$ cat config.mk
export PLATFORM = sky130hd
export DESIGN_NAME = lcf_cell
export DESIGN_NICKNAME = d
export VERILOG_FILES = /design/src/sv/lcf_pkg.sv /design/src/sv/lcf_cell.sv
export SDC_FILE = /design/constraint.sdc
export NUM_CORES = 1
export LEC_CHECK = 0
export BUFFER_PORTS_ARGS = -buffer_cell sky130_fd_sc_hd__buf_2
export CORE_ASPECT_RATIO = 1.1
export CORE_MARGIN = 8
export CORE_UTILIZATION = 45
export CTS_CLUSTER_DIAMETER = 30
export DETAILED_ROUTE_END_ITERATION = 10
export PLACE_DENSITY = 0.88
export SLEW_MARGIN = 20
export SYNTH_ARGS = -nofsm -noshare
export SYNTH_HDL_FRONTEND = slang
export SYNTH_SLANG_ARGS = --single-unit
$ cat constraint.sdc
create_clock -name clk -period 2.5 [get_ports clk]
set_input_delay 0.125 -clock clk [delete_from_list [all_inputs] [get_ports clk]]
set_output_delay 0.125 -clock clk [all_outputs]
set_load 0.03 [all_outputs]
$ cat src/sv/lcf_pkg.sv
// shared types and constants of the linear convolution fir
`default_nettype none
package lcf_pkg;

  localparam int TAP_IDX_W = 6;
  localparam int CFG_W     = 7;
  localparam int SUM_W     = 40;

  localparam logic MODE_TAP    = 1'b0;
  localparam logic MODE_SAMPLE = 1'b1;

  typedef enum logic [1:0] {
    CELL_HOLD,
    CELL_SHIFT,
    CELL_ROT,
    CELL_CLEAR
  } cell_op_t;

  typedef enum logic [1:0] {
    ST_IDLE,
    ST_ROT,
    ST_DRAIN,
    ST_OUT
  } state_t;

  typedef struct packed {
    logic clr;
    logic en;
  } mac_ctl_t;

endpackage : lcf_pkg
`default_nettype wire

$ cat src/sv/lcf_cell.sv
// one ring cell: holds one tap and one sample of the window
`default_nettype none
module lcf_cell #(
  parameter int SAMPLE_BITS = 16
) (
  input  wire logic                          clk,
  input  wire logic                          rst_n,
  input  wire lcf_pkg::cell_op_t             op,
  input  wire logic                          tap_we,
  input  wire logic signed [SAMPLE_BITS-1:0] tap_wdata,
  input  wire logic signed [SAMPLE_BITS-1:0] shl_smp,
  input  wire logic signed [SAMPLE_BITS-1:0] rot_tap,
  input  wire logic signed [SAMPLE_BITS-1:0] rot_smp,
  output logic signed [SAMPLE_BITS-1:0]      tap_o,
  output logic signed [SAMPLE_BITS-1:0]      smp_o
);

  logic signed [SAMPLE_BITS-1:0] tap_r;
  logic signed [SAMPLE_BITS-1:0] smp_r;

  always_ff @(posedge clk) begin
    if (!rst_n) begin
      tap_r <= '0;
      smp_r <= '0;
    end else if (tap_we) begin
      tap_r <= tap_wdata;
    end else begin
      unique case (op)
        lcf_pkg::CELL_HOLD: begin
        end
        lcf_pkg::CELL_SHIFT: begin
          smp_r <= shl_smp;
        end
        lcf_pkg::CELL_ROT: begin
          tap_r <= rot_tap;
          smp_r <= rot_smp;
        end
        lcf_pkg::CELL_CLEAR: begin
          smp_r <= '0;
        end
        default: begin
        end
      endcase
    end
  end

  assign tap_o = tap_r;
  assign smp_o = smp_r;

endmodule : lcf_cell
`default_nettype wire

* After elaboration in Yosys (flattened, before gate mapping)
Cells that the tools add are included. W data, S select, Z words.
Storage, ports and cells: register bits 32, bits of input ports 69, output and inout port bits 32, word-level logic and storage cells 12
Cells by class: equality and inequality tests 3, mux-type cells 3, bitwise operators 1, reduce and logical (&&, ||, !) cells 3
Operators by type and width (number):
- $pmux W16 S3 | 1
- $mux W16 | 2
- $eq A2 B2 Y1 const B | 2
- $reduce_bool A3 Y1 | 1
- $eq A2 B1 Y1 const B | 1
- $reduce_and A2 Y1 | 1
- $reduce_bool A2 Y1 | 1
- $not A1 Y1 | 1

* Longest topological paths before layout
depth in word-level cells 3, gate-level depth with buffers 6, gate-level depth less buffers 3

* Worst setup path before layout
Ideal clock, no wire load.
path type input -> register, start point input op[1], end point register tap_r[0], in the netlist tap_o[0], library setup time 0.133 ns, data arrival time 0.856 ns, data required time 2.367 ns, slack 1.512 ns, cell stages on the path 6, buffers on the path 3, cell sequence buf_6 > and2b_1 > buf_6 > buf_12 > mux2i_1 > a21oi_1
On the way: longest elaborated chain between the ends 2
Ends and longest elaborated chain:
- start: declaration | line lcf_cell.sv:8 | input wire lcf_pkg::cell_op_t op,
- $eq A2 B2 Y1 | line lcf_cell.sv:28 | unique case (op)
- $reduce_bool A2 Y1 (no line)
- end signal: assignment | line lcf_cell.sv:26 | tap_r <= tap_wdata;
- end signal: assignment | line lcf_cell.sv:35 | tap_r <= rot_tap;
- end: declaration | line lcf_cell.sv:18 | logic signed [SAMPLE_BITS-1:0] tap_r;
No other way between the ends. A chain may end at the register's enable or synchronous reset.

* Worst setup path after layout
start point input op[1], end point register smp_r[15], in the netlist smp_o[15]
On the way: longest elaborated chain between the ends 3, elaborated cells between the ends (all ways) 6, those cells by class 3 x eq/ne; 1 x mux; 2 x reduce/logical
Ends and longest elaborated chain:
- $eq A2 B2 Y1 or $eq A2 B1 Y1 (tied branches) | line lcf_cell.sv:28
- $reduce_bool A3 Y1 (no line)
- $reduce_and A2 Y1 (no line)
- end signal: assignment | line lcf_cell.sv:32 | smp_r <= shl_smp;
- end signal: assignment | line lcf_cell.sv:36 | smp_r <= rot_smp;
- end: declaration | line lcf_cell.sv:19 | logic signed [SAMPLE_BITS-1:0] smp_r;
Parallel ways exist; a longest one is shown, timed or not.

==> metrics <==
status completed; DRT iter0 DRCs just under 90; CTS root buf clkbuf_4; flops & latches, synth 32; clk sinks 32; Die Span Y between 70 and 80 um; die area about 0.0057 mm2; via count approximately 1500; static leakage between 1 and 1.5 nW; CP delay by family, top simple AND/OR/NAND/NOR gates; setup violators final 0; fraction of layout cells with a size suffix above 1 0.525; CP Cell Sequence buf_2 > nand2b_1 > a2bb2oi_1 > o211a_1; clock buffer depth 2; unrepaired setup endpoints after global routing false; Unique masters post-synth 20; top-level I/O count about 100; Post-CTS Setup Bufs 0; Overall Global Routing Usage 0.157; Final Hold Vio Count 0; CP max FO 19; routed length per instance 15.6 um; most common cell after layout, fill and taps aside buf_2; power per cell area roughly 560 mW/mm2; CTS Buf Count 5; worst vdd ir 336 uV; core area ~0.0034 mm2; Routed WL about 4.6 mm; Setup Skew 0 ns; syn nets roughly 220; CP Launch Type primary input; cells after synthesis 149; Slew Viols, Final 0; Starting Density 0.472; fin util 0.628; Worst-path clk slew about 0.1 ns; worst path required time approximately 2.8 ns; Buffers on Ports 100; CTS H-Tree Depth 2; crit path time final 1.03 ns; Rel. slew slack 0.459; Routed Antenna Nets 0; synthesis warning total 0; worst r2r path cells 2; Crit path largest cell delay approximately 0.6 ns; Routability Congestion roughly 0.77; CTS tree done; die width around 73 um; Reg2Reg Setup Slack 1.80 ns; worst reg2reg startpoint tap_o[0]; Worst-Skew Late Latency between 0.3 and 0.4 ns; drt drc 0; initial antenna violation count 0; GRT Residual Overflow 0; Post-Syn Area between 0.0015 and 0.002 mm2; vias in the first global route around 1600; CTS Hold Bufs 0; first-pass GRT wire length just over 7 mm; period utilisation layout 0.413; TritonRoute pass-1 iters 4; CP arrival 1.30 ns; Hold Path Depth 3; Hold EP tap_o[3]; Total Nets Final ~310; worst reg2reg endpoint tap_o[0]; fmax between 0.9 and 1 GHz; Filler cells around 280; Worst-Margin Slew slightly above 0.8 ns; commonest non-fill, non-tap cells in the layout 100 x buf_2, 32 x dfxtp_1; Resized cells post-CTS 0; row count 22; Hold Path Class primary input to flop; Crit Path Class primary input to flop; largest net degree at the start of global routing 33; Hold Crit Start tap_wdata[3]; drt via density a little over 5; post-DP HPWL about 3.6 mm; Syn Area/Cell 10.6 um2; total of max-cap violations 0; Setup TNS Final 0 ns; Synth-to-Final Area Change 33.0%; Setup crit end kind flop; Buf+Inv Stages, Crit Path 1; Crit-path slowest cell nand2b_1; Seq/Total Area, Yosys 0.404; ant diodes 0
[metrics by stage]
step | instance area, um2 | total power, mW | cells | worst slack, ns | hold WS, ns
floorplan | 1590 | 0.787 | 149 | 1.51 | 0.263
global placement | 2050 | 0.885 | 284 | 1.15 | 0.388
detailed placement | 2050 | 0.894 | 284 | 1.13 | 0.398
CTS | 2110 | 1.20 | 292 | 1.46 | 0.0415
global route | 2110 | 1.24 | 292 | 1.37 | 0.0417
finish | 2110 | 1.19 | 292 | 1.47 | 0.0532
[worst min-delay path: cells and delay by family]
kind / cells / cell delay [ns]
buffers and inverters: 1 / 0.07
AOI/OAI and AO/OA: 2 / 0.16
[worst max-delay path by stage]
stage,start,endpoint,slack [ns],depth (start not counted)
after floorplan,op[1],tap_o[0],1.51,6
after global placement,op[1],smp_o[3],1.15,4
after detailed placement,op[1],smp_o[15],1.13,4
after CTS,smp_o[1],smp_o[1],1.46,1
after global routing,op[1],smp_o[2],1.37,4
final,op[1],smp_o[15],1.47,4
[state kept, by name, indices dropped and copies added (netlist names)]
register / count
tap_o: 16
smp_o: 16
[synth_stat cells (all sizes together)]
cell type	number	area [um2]
dfxtp	32	641
inv	1	3.75
nor2	2	10.0
o211a	16	160
nand2b	17	121
mux2i	16	160
a2bb2oi	16	203
o21ai	16	80.1
a21oi	16	80.1
and2b	1	7.51
nor2b	1	6.26
clkbuf	6	22.5
dlymetal6s2s	1	12.5
buf	8	78.8
[kinds of logic after synthesis]
logic type / synth area share
flops: 0.404
mux: 0.101
compound gates: 0.330
simple gates: 0.0915
buf+inv: 0.0741
[per-layer routing]
layer / global-route usage / part of all wire
met1: 0.163 / 0.40
met2: 0.261 / 0.46
met3: 0.0966 / 0.14
met4: 0.0361 / 0.0048
met5: 0 / 0
[report_power, final]
| part | switching (mW) | internal (mW) |
|---|---|---|
| Sequential | 0.0182 | 0.548 |
| Clock | 0.173 | 0.134 |
| Combinational | 0.180 | 0.134 |
| Total | 0.371 | 0.816 |
[layout make-up]
class                      count  area, um2  area share
clock inverter                 2       10.0     0.00474
inverter                       1       3.75     0.00178
clock buffer                   6       51.3      0.0243
sequential                    32        641       0.304
multi-input combinational    101        828       0.393
timing repair buffer         102        515       0.244
tap                           48       60.1      0.0285
(Power assumes the default switching activity.)
