===== config.mk =====
export PLATFORM = sky130hd
export DESIGN_NAME = lcf_mac
export DESIGN_NICKNAME = d
export VERILOG_FILES = /design/src/sv/lcf_pkg.sv /design/src/sv/lcf_mac.sv
export SDC_FILE = /design/constraint.sdc
export NUM_CORES = 1
export LEC_CHECK = 0
export BUFFER_PORTS_ARGS = -buffer_cell sky130_fd_sc_hd__clkbuf_2
export CAP_MARGIN = 10
export CORE_UTILIZATION = 43
export DETAILED_ROUTE_END_ITERATION = 12
export PLACE_DENSITY = 0.71
export SETUP_SLACK_MARGIN = 0.02
export SYNTH_ARGS = -nofsm -noshare
export SYNTH_HDL_FRONTEND = slang
export SYNTH_SLANG_ARGS = --single-unit

===== constraint.sdc =====
create_clock -name clk -period 7.5 [get_ports clk]
set_input_delay 0.375 -clock clk [delete_from_list [all_inputs] [get_ports clk]]
set_output_delay 0.375 -clock clk [all_outputs]
set_load 0.03 [all_outputs]

===== src/sv/lcf_pkg.sv =====
// shared types and constants of the linear convolution fir
`default_nettype none
package lcf_pkg;

  localparam int TAP_IDX_W = 6;
  localparam int CFG_W     = 7;
  localparam int SUM_W     = 40;

  localparam logic MODE_TAP    = 1'b0;
  localparam logic MODE_SAMPLE = 1'b1;

  typedef enum logic [1:0] {
    CELL_HOLD,
    CELL_SHIFT,
    CELL_ROT,
    CELL_CLEAR
  } cell_op_t;

  typedef enum logic [1:0] {
    ST_IDLE,
    ST_ROT,
    ST_DRAIN,
    ST_OUT
  } state_t;

  typedef struct packed {
    logic clr;
    logic en;
  } mac_ctl_t;

endpackage : lcf_pkg
`default_nettype wire


===== src/sv/lcf_mac.sv =====
// multiply-accumulate at the head of the ring, product registered before the add
`default_nettype none
module lcf_mac #(
  parameter int SAMPLE_BITS = 16
) (
  input  wire logic                          clk,
  input  wire lcf_pkg::mac_ctl_t             ctl,
  input  wire logic signed [SAMPLE_BITS-1:0] tap_i,
  input  wire logic signed [SAMPLE_BITS-1:0] smp_i,
  output logic signed [lcf_pkg::SUM_W-1:0]   acc_o
);

  logic signed [2*SAMPLE_BITS-1:0]    prod_r;
  logic signed [lcf_pkg::SUM_W-1:0]   acc_r;

  always_ff @(posedge clk) begin
    if (ctl.en) begin
      prod_r <= tap_i * smp_i;
    end else begin
      prod_r <= '0;
    end
    // sum wraps modulo 2^SUM_W
    if (ctl.clr) begin
      acc_r <= '0;
    end else begin
      acc_r <= acc_r + lcf_pkg::SUM_W'(prod_r);
    end
  end

  assign acc_o = acc_r;

endmodule : lcf_mac
`default_nettype wire


# After elaboration in Yosys (flattened, before gate mapping)
# Index checks and enable logic that the tools add are counted.
# totals
regBits	72
out_inout_bits	40
elab_cells	4
# classes
n_addsub	1
mul	1
# op_table
op	n
40-bit by 32-bit adder with 40-bit output	1
16-bit by 16-bit multiplier with 32-bit output	1

# Longest topological paths before layout
# Gate-level depths: netlist of run 1.
# depth
depth_word	1
mapped_depth	23
mapped_depth_nobuf	22

# Worst setup path after synthesis of run 1
# OpenSTA, ideal clock, no wires.
# synth_path
path_kind	input-to-reg
start	input port tap_i[15]
end	register prod_r[29]
arrival_time_ns	5.738
slack_ns	1.647
stages	20
path_cell_list	clkbuf_1 nand2_1 inv_1 fa_1 fa_1 fa_1 fa_1 fa_1 inv_1 fa_1 inv_1 ha_1 a21o_1 a21o_1 a21o_1 nor3_1 nand3_1 a41oi_1 xnor2_1 and2_1
# synth_via
elab_chain_len	1
# synth_rtl
item	line	source
start: declaration	lcf_mac.sv:8	input wire logic signed [SAMPLE_BITS-1:0] tap_i,
16-bit by 16-bit multiplier with 32-bit output	lcf_mac.sv:18	prod_r <= tap_i * smp_i;
end signal: assignment	lcf_mac.sv:18	
end: declaration	lcf_mac.sv:13	logic signed [2*SAMPLE_BITS-1:0] prod_r;
# Every way passes these cells.
# A chain may end at the register's enable or synchronous reset.

# Worst setup path after layout of run 1
# layout_path
start	input port smp_i[1]
end	register prod_r[29]
# layout_via
elab_chain_len	1
# layout_rtl
item	line	source
start: declaration	lcf_mac.sv:9	input wire logic signed [SAMPLE_BITS-1:0] smp_i,
16-bit by 16-bit multiplier with 32-bit output	lcf_mac.sv:18	
# Every way passes these cells.

==> impl_metrics.csv, run 1 <==
group,metric,value,unit
route,drc,0,
clock_tree,clk_latency,340,ps
critical_path,rr_endpoint,"acc_o[38]",
critical_path,rr_worst_depth,12,
synth,synth.top_cell.area_share,38.42,%
synth,async_flop_share,0,%
timing,tightest_slew,903.7,ps
timing,fmax,166.6,MHz
synth,syn-num-nets,1940,
timing,period_needed,6002,ps
global_routing,antenna_found_initial,0,
clock_tree,htreeDepth,3,
die,coreArea,31470,um^2
die,dieArea,32590,um^2
critical_path,cp-startpoint,"smp_i[1]",
synth,synth.avg_cell_area,9.011,um^2
route,wl,31590,um
clock_tree,clk_pin_slew_worst_paths,60,ps
critical_path,crit_type,"input pin to flop",
critical_path,end_kind,"flop",
final_layout,layout.nets,1975,
timing,rsz0062_at_grt,"no",
timing,finClkSkew,12.73,ps
place,portBuffers,74,
timing,final-setup-viol-count,0,
clock_tree,numCtsBuffers,9,
synth,netlist_area,13710,um^2
flow_run,cap_violations,0,
synth,synth_edf_count,0,
critical_path,cp_common_cell,"fa_1",
place,dpl_cell_area,14380,um^2
route,dr_total_vias,10190,
route,vias_per_cell,5.191,
global_routing,grt_max_degree,44,
route,ant_nets,0,
final_layout,drive_gt1_share,7.111,%
clock_tree,hold_buffers,0,
critical_path,slowest_delay,830,ps
die,ios,75,
route,drtPass1Iterations,5,
die,start_util,43.55,%
timing,relSlewSlack,39.75,%
min_path,min_path_cells,2,
global_routing,grt_pass1_vias,10530,
critical_path,path_cells,"clkbuf_2 -> nand2_1 -> inv_1 -> fa_1 -> fa_1 -> fa_1 -> fa_1 -> fa_1 -> inv_1 -> fa_1 -> inv_1 -> ha_1 -> a21o_1 -> a21o_1 -> a21o_1 -> nor3_1 -> nand3_1 -> a41oi_1 -> xnor2_1 -> and2_1",
die,rows,65,
critical_path,crit_end,"prod_r[29]",
clock_tree,cts_setup_buffers,0,
critical_path,reg2reg_slack,4310,ps
timing,finalHoldViolations,0,
final_layout,fin_area,14680,um^2
synth,syn_inst,1521,
clock_tree,clockRootBuffer,"clkbuf_16",
route,drtIter0Drc,645,
critical_path,critical_path_required,7720,ps
synth,synth_area_leaders,"fa_1, ha_1, dfxtp_1, inv_1, and2_1",
timing,fin_crit_sh,80.03,%
clock_tree,cts-resized-gates,0,
clock_tree,clock_path_buffers,2,
synth,ys_warn_count,0,
critical_path,path_max_fanout,16,
place,dp_hpwl,26150,um
critical_path,cp-start-kind,"input pin",
synth,ys_seq_elements,72,
synth,ys_types,63,
global_routing,overflow,0,
final_layout,area_growth,7.121,%
clock_tree,cts_tree,"yes",
final_layout,insertedDiodeCount,0,
timing,maxSlewViolCount,0,
synth,synth_top_cell_by_area,"fa_1",
global_routing,grt.total_usage,20.12,%
global_routing,grt_pass1_wl,52270,um
clock_tree,cts_sinks,72,
timing,finalSetupTns,0,ps
critical_path,arrival,6230,ps
die,die_height,180.5,um
place,gp_congestion,0.8893,
run_status,outcome,"complete, no violations",
synth,yosys_most_used_dff,"dfxtp_1",
critical_path,r2r-start,"acc_o[0]",
synth,ys_seq_area_share,10.52,%
min_path,min_path_type,"input pin to flop",
critical_path,worst_path_max_delay_cell,"fa_1",
route,avgRoutedWirePerCell,16.09,um
die,die_w,180.5,um
==> metrics by stage <==
| stage | util, % | worst slack [ps] | cells | hold WS [ps] |
|---|---|---|---|---|
| final | 46.65 | 1498 | 1963 | 563.5 |
| after global routing | 46.65 | 1196 | 1963 | 566.3 |
| after CTS | 46.65 | 1507 | 1963 | 549.4 |
| after detailed placement | 45.68 | 1163 | 1947 | 556.3 |
| after global placement | 45.68 | 1270 | 1947 | 534.0 |
| after floorplan | - | 1647 | 1521 | 520.9 |
==> Yosys cell counts, types with 3 or more instances <==
| cell | count |
|---|---|
| nand3_1 | 17 |
| a21boi_0 | 3 |
| a211oi_1 | 5 |
| inv_1 | 290 |
| o31ai_1 | 5 |
| nor2b_1 | 16 |
| xnor2_1 | 34 |
| a21oi_1 | 64 |
| xor2_1 | 26 |
| a31o_2 | 5 |
| or3_1 | 5 |
| and2_1 | 150 |
| clkbuf_1 | 45 |
| a31oi_1 | 9 |
| a21o_1 | 34 |
| o21ai_0 | 33 |
| ha_1 | 121 |
| o21a_1 | 9 |
| o21bai_1 | 3 |
| mux2_2 | 3 |
| nand2b_1 | 16 |
| nand2_1 | 145 |
| nor2_1 | 78 |
| fa_1 | 263 |
| nor3_1 | 11 |
| and3_1 | 9 |
| o211ai_1 | 5 |
| nand4_1 | 5 |
| dfxtp_1 | 72 |
==> worst max-delay path, delay by kind of cell <==
family / cells / cell delay, ps
buffers and inverters: 4 / 460
AOI/OAI and AO/OA: 4 / 840
adders and majority gates: 7 / 3820
and+or+nand+nor: 4 / 650
xor gates and xnor gates: 1 / 80
==> placed cells by master, fill, tap and decap left out, types with 9 or more instances in the layout <==
cell         n
a21o_1      34
a21oi_1     64
a31oi_1      9
and2_1     150
and3_1       9
clkbuf_16    9
clkbuf_2    74
dfxtp_1     72
fa_1       263
ha_1       121
inv_1      290
nand2_1    145
nand2b_1    16
nand3_1     17
nor2_1      78
nor2b_1     16
nor3_1      11
o21a_1       9
o21ai_0     33
xnor2_1     34
xor2_1      26
==> kinds of logic (layout without fill, tap and decap cells) <==
logic type      Yosys count  in the layout  share of synthesized area, %
compound gates          195            195                         9.303
xor+xnor                 60             60                         3.834
fa+ha+maj               384            384                         49.46
buf+inv                 340            380                         9.403
flops                    72             72                         10.52
mux                       5              5                        0.3925
simple gates            465            465                         17.09
==> metal layers <==
metal / share of wire [%] / GRT usage [%] / vias to the layer above
met1: 44 / 26.59 / 5088
met2: 50 / 34.87 / 275
met4: 2.4 / 5.812 / 0
met5: 0 / 0 / -
met3: 4.3 / 2.122 / 43
li1: - / - / 4783
==> registers in the layout, summed over array words and instances (netlist names) <==
signal / count
prod_r: 32
acc_o: 40
==> how the worst min path moves through the flow <==
stage | start | end | slack (ps)
detailed placement | prod_r[0] | acc_o[0] | 560
floorplan | tap_i[0] | prod_r[0] | 520
global placement | prod_r[0] | acc_o[0] | 530
CTS | tap_i[0] | prod_r[0] | 550
finish | tap_i[0] | prod_r[0] | 560
global route | tap_i[0] | prod_r[0] | 570
==> layout make-up <==
| cell class | count | area (um^2) |
|---|---|---|
| fill | 2982 | 16790 |
| multi-input combinational | 1109 | 10980 |
| sequential | 72 | 1441 |
| inverter | 290 | 1089 |
| tap | 402 | 503.0 |
| timing repair buffer | 74 | 370.4 |
| clock buffer | 9 | 225.2 |
| clock inverter | 7 | 77.57 |
Power of run 1 is left out: the tool's default activity adds up to more than one toggle a clock period on the data nets, which glitch-free logic cannot reach.
==> run 2, diff against run 1 <==
==> constraint.sdc (replaced) <==
create_clock -name clk -period 5.8 [get_ports clk]
set_input_delay 0.29 -clock clk [delete_from_list [all_inputs] [get_ports clk]]
set_output_delay 0.29 -clock clk [all_outputs]
set_load 0.03 [all_outputs]
==> run 2 against run 1 <==
Against the previous run: register-to-register slack lost 1700 ps; clock-buffer cell count grew 2; critical path type unchanged; clock skew shrank 4.1 ps; die area is the same; wire length shrank 1.8%.
==> impl_metrics.csv, run 2 (same netlist as run 1, synthesis figures left out) <==
group,metric,value,unit
global_routing,grt.total_usage,20.09,%
timing,finalSetupTns,0,ps
timing,maxSlewViolCount,0,
die,coreArea,31470,um^2
final_layout,largest_reg_flops,40,
critical_path,crit_family,"adder cells",
critical_path,path_max_fanout,12,
clock_tree,clk_latency,340,ps
route,wl,31020,um
clock_tree,hold_buffers,0,
route,drtIter0Drc,474,
critical_path,worstSetupPathDepth,23,
place,gp_congestion,0.8831,
timing,final-setup-viol-count,0,
route,ant_nets,0,
timing,period_needed,5457,ps
final_layout,final_cell_mix,"inv_1, fa_1, and2_1, nand2_1, ha_1",
global_routing,overflow,0,
route,drc,0,
global_routing,grt_max_degree,44,
critical_path,cp-startpoint,"tap_i[5]",
critical_path,critical_path_required,6030,ps
route,dr_total_vias,10380,
clock_tree,cts_tree,"yes",
final_layout,fin_area,15150,um^2
clock_tree,htreeDepth,3,
critical_path,crit_buf_inv,6,
timing,relSlewSlack,39.45,%
critical_path,crit_end,"prod_r[24]",
critical_path,reg2reg_slack,2560,ps
final_layout,layout_commonest_cell,"inv_1",
critical_path,rr_endpoint,"acc_o[38]",
place,portBuffers,74,
critical_path,rr_worst_depth,12,
die,dieArea,32590,um^2
clock_tree,clock_path_buffers,2,
die,die_height,180.5,um
place,dp_hpwl,27130,um
min_path,min_path_type,"input pin to flop",
critical_path,end_kind,"flop",
route,drtPass1Iterations,5,
final_layout,layout.nets,2038,
die,ios,75,
die,rows,65,
global_routing,grt_pass1_vias,10950,
critical_path,cp-start-kind,"input pin",
clock_tree,cts_setup_buffers,0,
critical_path,crit_type,"input pin to flop",
global_routing,antenna_found_initial,0,
critical_path,slowest_delay,540,ps
min_path,min_path_cells,2,
critical_path,cp_common_cell,"fa_1",
min_path,hp-start,"smp_i[0]",
run_status,outcome,"complete, no violations",
die,start_util,43.55,%
clock_tree,numCtsBuffers,9,
final_layout,area_growth,10.52,%
timing,finalHoldViolations,0,
clock_tree,cts-resized-gates,0,
timing,fin_crit_sh,94.08,%
timing,fmax,183.3,MHz
clock_tree,cts_sinks,72,
critical_path,path_cells,"clkbuf_2 -> and2_1 -> fa_1 -> inv_1 -> fa_1 -> inv_1 -> fa_1 -> fa_1 -> fa_1 -> inv_1 -> fa_1 -> inv_1 -> ha_1 -> a21o_1 -> a21oi_1 -> o21ai_0 -> a21oi_1 -> a31oi_1 -> buf_4 -> a31oi_1 -> a21oi_1 -> xor2_1 -> and2_1",
route,vias_per_cell,5.126,
final_layout,drive_gt1_share,10.60,%
flow_run,cap_violations,0,
critical_path,r2r-start,"acc_o[0]",
clock_tree,clockRootBuffer,"clkbuf_16",
timing,finClkSkew,8.589,ps
final_layout,utilization,48.13,%
final_layout,insertedDiodeCount,0,
global_routing,grt_pass1_wl,53110,um
die,die_w,180.5,um
timing,tightest_slew,908.3,ps
critical_path,arrival,5690,ps
critical_path,worst_path_max_delay_cell,"fa_1",
place,dpl_cell_area,14850,um^2
route,avgRoutedWirePerCell,15.33,um
clock_tree,clk_pin_slew_worst_paths,60,ps
timing,rsz0062_at_grt,"no",
## run 2: cell count changes in the layout (fill, tap and decap cells not counted)
cell | previous run | this run
buf_4 | 0 | 63
inv_6 | 3 | 0
clkbuf_8 | 0 | 2
clkinv_4 | 1 | 0
## run 2: layout make-up
type	count	area (um^2)
fill	2923	16330
multi-input combinational	1109	10980
sequential	72	1441
inverter	290	1089
timing repair buffer	137	843.3
tap	402	503.0
clock buffer	11	252.7
clock inverter	3	42.54
## run 2: worst min-delay path by stage
stage	end
2_1_floorplan	prod_r[0]
3_3_place_gp	acc_o[0]
3_5_place_dp	acc_o[0]
4_1_cts	prod_r[0]
5_1_grt	prod_r[0]
6_report	prod_r[0]
## run 2: per-layer routing
| layer | wire length (um) | vias to the layer above | track usage [%] | share of wire (%) |
|---|---|---|---|---|
| li1 | - | 4906 | - | - |
| met1 | 14000 | 5147 | 26.73 | 45 |
| met2 | 14820 | 266 | 34.06 | 48 |
| met3 | 1380 | 56 | 2.304 | 4.4 |
| met4 | 818 | 0 | 6.598 | 2.6 |
| met5 | 0 | - | 0 | 0 |
## run 2: per-stage QoR
stage          hold slack [ps]  instances  setup slack, ps
6_report                 506.6       2024            343.3
3_3_place_gp             536.3       2010            19.37
5_1_grt                  504.5       2024            52.75
4_1_cts                  476.7       2024            344.9
2_1_floorplan            435.9       1521            31.70
3_5_place_dp             559.7       2010            9.758
Power of run 2 is left out for the same reason.
==> run 3, diff against run 2 <==
--- a/config.mk
+++ b/config.mk
@@ -7,6 +7,7 @@
 export LEC_CHECK = 0
 export BUFFER_PORTS_ARGS = -buffer_cell sky130_fd_sc_hd__clkbuf_2
 export CAP_MARGIN = 10
+export CORE_ASPECT_RATIO = 1.25
 export CORE_UTILIZATION = 43
 export DETAILED_ROUTE_END_ITERATION = 12
 export PLACE_DENSITY = 0.71
==> run 3 against run 2 <==
Against the previous run: die area hardly changed; clock skew is 3.5 ps higher; maximum frequency is 0.72% lower; critical endpoint unchanged.
==> impl_metrics.csv, run 3 (same netlist as run 1, synthesis figures left out) <==
group,metric,value,unit
timing,tightest_slew,915.7,ps
timing,maxSlewViolCount,0,
clock_tree,clk_pin_slew_worst_paths,60,ps
clock_tree,cts_setup_buffers,0,
critical_path,cp_common_cell,"fa_1",
route,wl,31340,um
min_path,min_path_type,"input pin to flop",
place,portBuffers,74,
critical_path,end_kind,"flop",
final_layout,nFillCells,2987,
route,ant_nets,0,
place,gp_congestion,0.8834,
final_layout,largest_reg_flops,40,
final_layout,fin_area,15310,um^2
die,coreArea,31170,um^2
place,dp_hpwl,27260,um
die,rows,72,
final_layout,layout_commonest_cell,"inv_1",
critical_path,crit_type,"input pin to flop",
timing,fmax,181.9,MHz
critical_path,worst_path_max_delay_cell,"fa_1",
route,drc,0,
timing,fin_crit_sh,94.76,%
die,start_util,43.97,%
critical_path,rr_worst_depth,12,
route,drtIter0Drc,446,
timing,final-setup-viol-count,0,
timing,finalSetupTns,0,ps
clock_tree,cts_sinks,72,
clock_tree,htreeDepth,3,
run_status,outcome,"complete, no violations",
critical_path,path_max_fanout,9,
route,avgRoutedWirePerCell,15.30,um
final_layout,layout.nets,2056,
clock_tree,clk_latency,340,ps
critical_path,slowest_delay,570,ps
flow_run,cap_violations,0,
critical_path,crit_family,"adder cells",
final_layout,insertedDiodeCount,0,
global_routing,overflow,0,
critical_path,arrival,5730,ps
critical_path,crit_buf_inv,5,
place,dpl_cell_area,14990,um^2
clock_tree,hold_buffers,0,
clock_tree,cts-resized-gates,0,
timing,relSlewSlack,38.95,%
global_routing,grt.total_usage,20.68,%
critical_path,worstSetupPathDepth,22,
die,die_height,201.6,um
min_path,min_path_cells,2,
die,die_w,161.7,um
global_routing,grt_pass1_wl,53790,um
global_routing,antenna_found_initial,0,
final_layout,drive_gt1_share,11.81,%
timing,period_needed,5496,ps
timing,rsz0062_at_grt,"no",
route,vias_per_cell,5.096,
global_routing,grt_max_degree,44,
die,dieArea,32600,um^2
final_layout,final_cell_mix,"inv_1, fa_1, and2_1, nand2_1, ha_1",
critical_path,path_cells,"clkbuf_2 -> and2_1 -> fa_1 -> inv_1 -> fa_1 -> fa_1 -> inv_1 -> fa_1 -> fa_1 -> inv_1 -> fa_1 -> inv_1 -> ha_1 -> a21o_1 -> a21oi_1 -> o21ai_0 -> a21oi_1 -> a31oi_2 -> a31oi_1 -> a21oi_1 -> xor2_1 -> and2_1",
route,dr_total_vias,10440,
critical_path,cp-start-kind,"input pin",
timing,finClkSkew,12.10,ps
global_routing,grt_pass1_vias,11520,
clock_tree,clock_path_buffers,2,
critical_path,critical_path_required,6040,ps
route,drtPass1Iterations,7,
clock_tree,clockRootBuffer,"clkbuf_16",
timing,finalHoldViolations,0,
final_layout,area_growth,11.69,%
clock_tree,cts_tree,"yes",
die,ios,75,
clock_tree,numCtsBuffers,9,
run 3: path summary, 6_finish.rpt:
path             start  slack, ps         end
max           smp_i[4]        300  prod_r[24]
min           smp_i[0]        480   prod_r[0]
max reg2reg   acc_o[0]       2600   acc_o[38]
min reg2reg  prod_r[0]        560    acc_o[0]
run 3: metrics by stage:
| stage | worst slack [ps] | utilization [%] | hold slack [ps] | cells |
|---|---|---|---|---|
| detailed placement | -93.00 | 48.10 | 554.6 | 2033 |
| floorplan | 31.70 | - | 435.9 | 1521 |
| global placement | 11.62 | 48.10 | 535.7 | 2033 |
| global route | 45.43 | 49.11 | 476.2 | 2049 |
| finish | 303.9 | 49.11 | 477.6 | 2049 |
| CTS | 255.5 | 49.08 | 461.9 | 2049 |
run 3: worst reg2reg max path: stages, from the launching register on:
cell,delay [ps]
dfxtp_1,350
ha_1,170
inv_1,50
fa_1,390
nand2b_1,200
a21oi_1,280
o2111ai_2,220
a21boi_2,390
a221oi_2,140
o21ai_0,300
nand2_1,100
a31oi_1,160
mux2_2,350
run 3: metal layers:
layer	global-route usage (%)	part of all wire, %
met4	8.929	4.0
met5	0	0
met2	39.50	54
met1	23.01	39
met3	1.876	2.7
run 3: area by class of cell:
cell class,instances,area [um^2],area share (%)
multi-input cells,1109,10980,71.75
flip-flops and latches,72,1441,9.416
inverters,290,1089,7.111
repair buffers,155,978.4,6.392
well taps,407,509.2,3.327
clock buffers,10,239.0,1.561
clock inverters,6,67.56,0.4414
Power of run 3 is left out for the same reason.
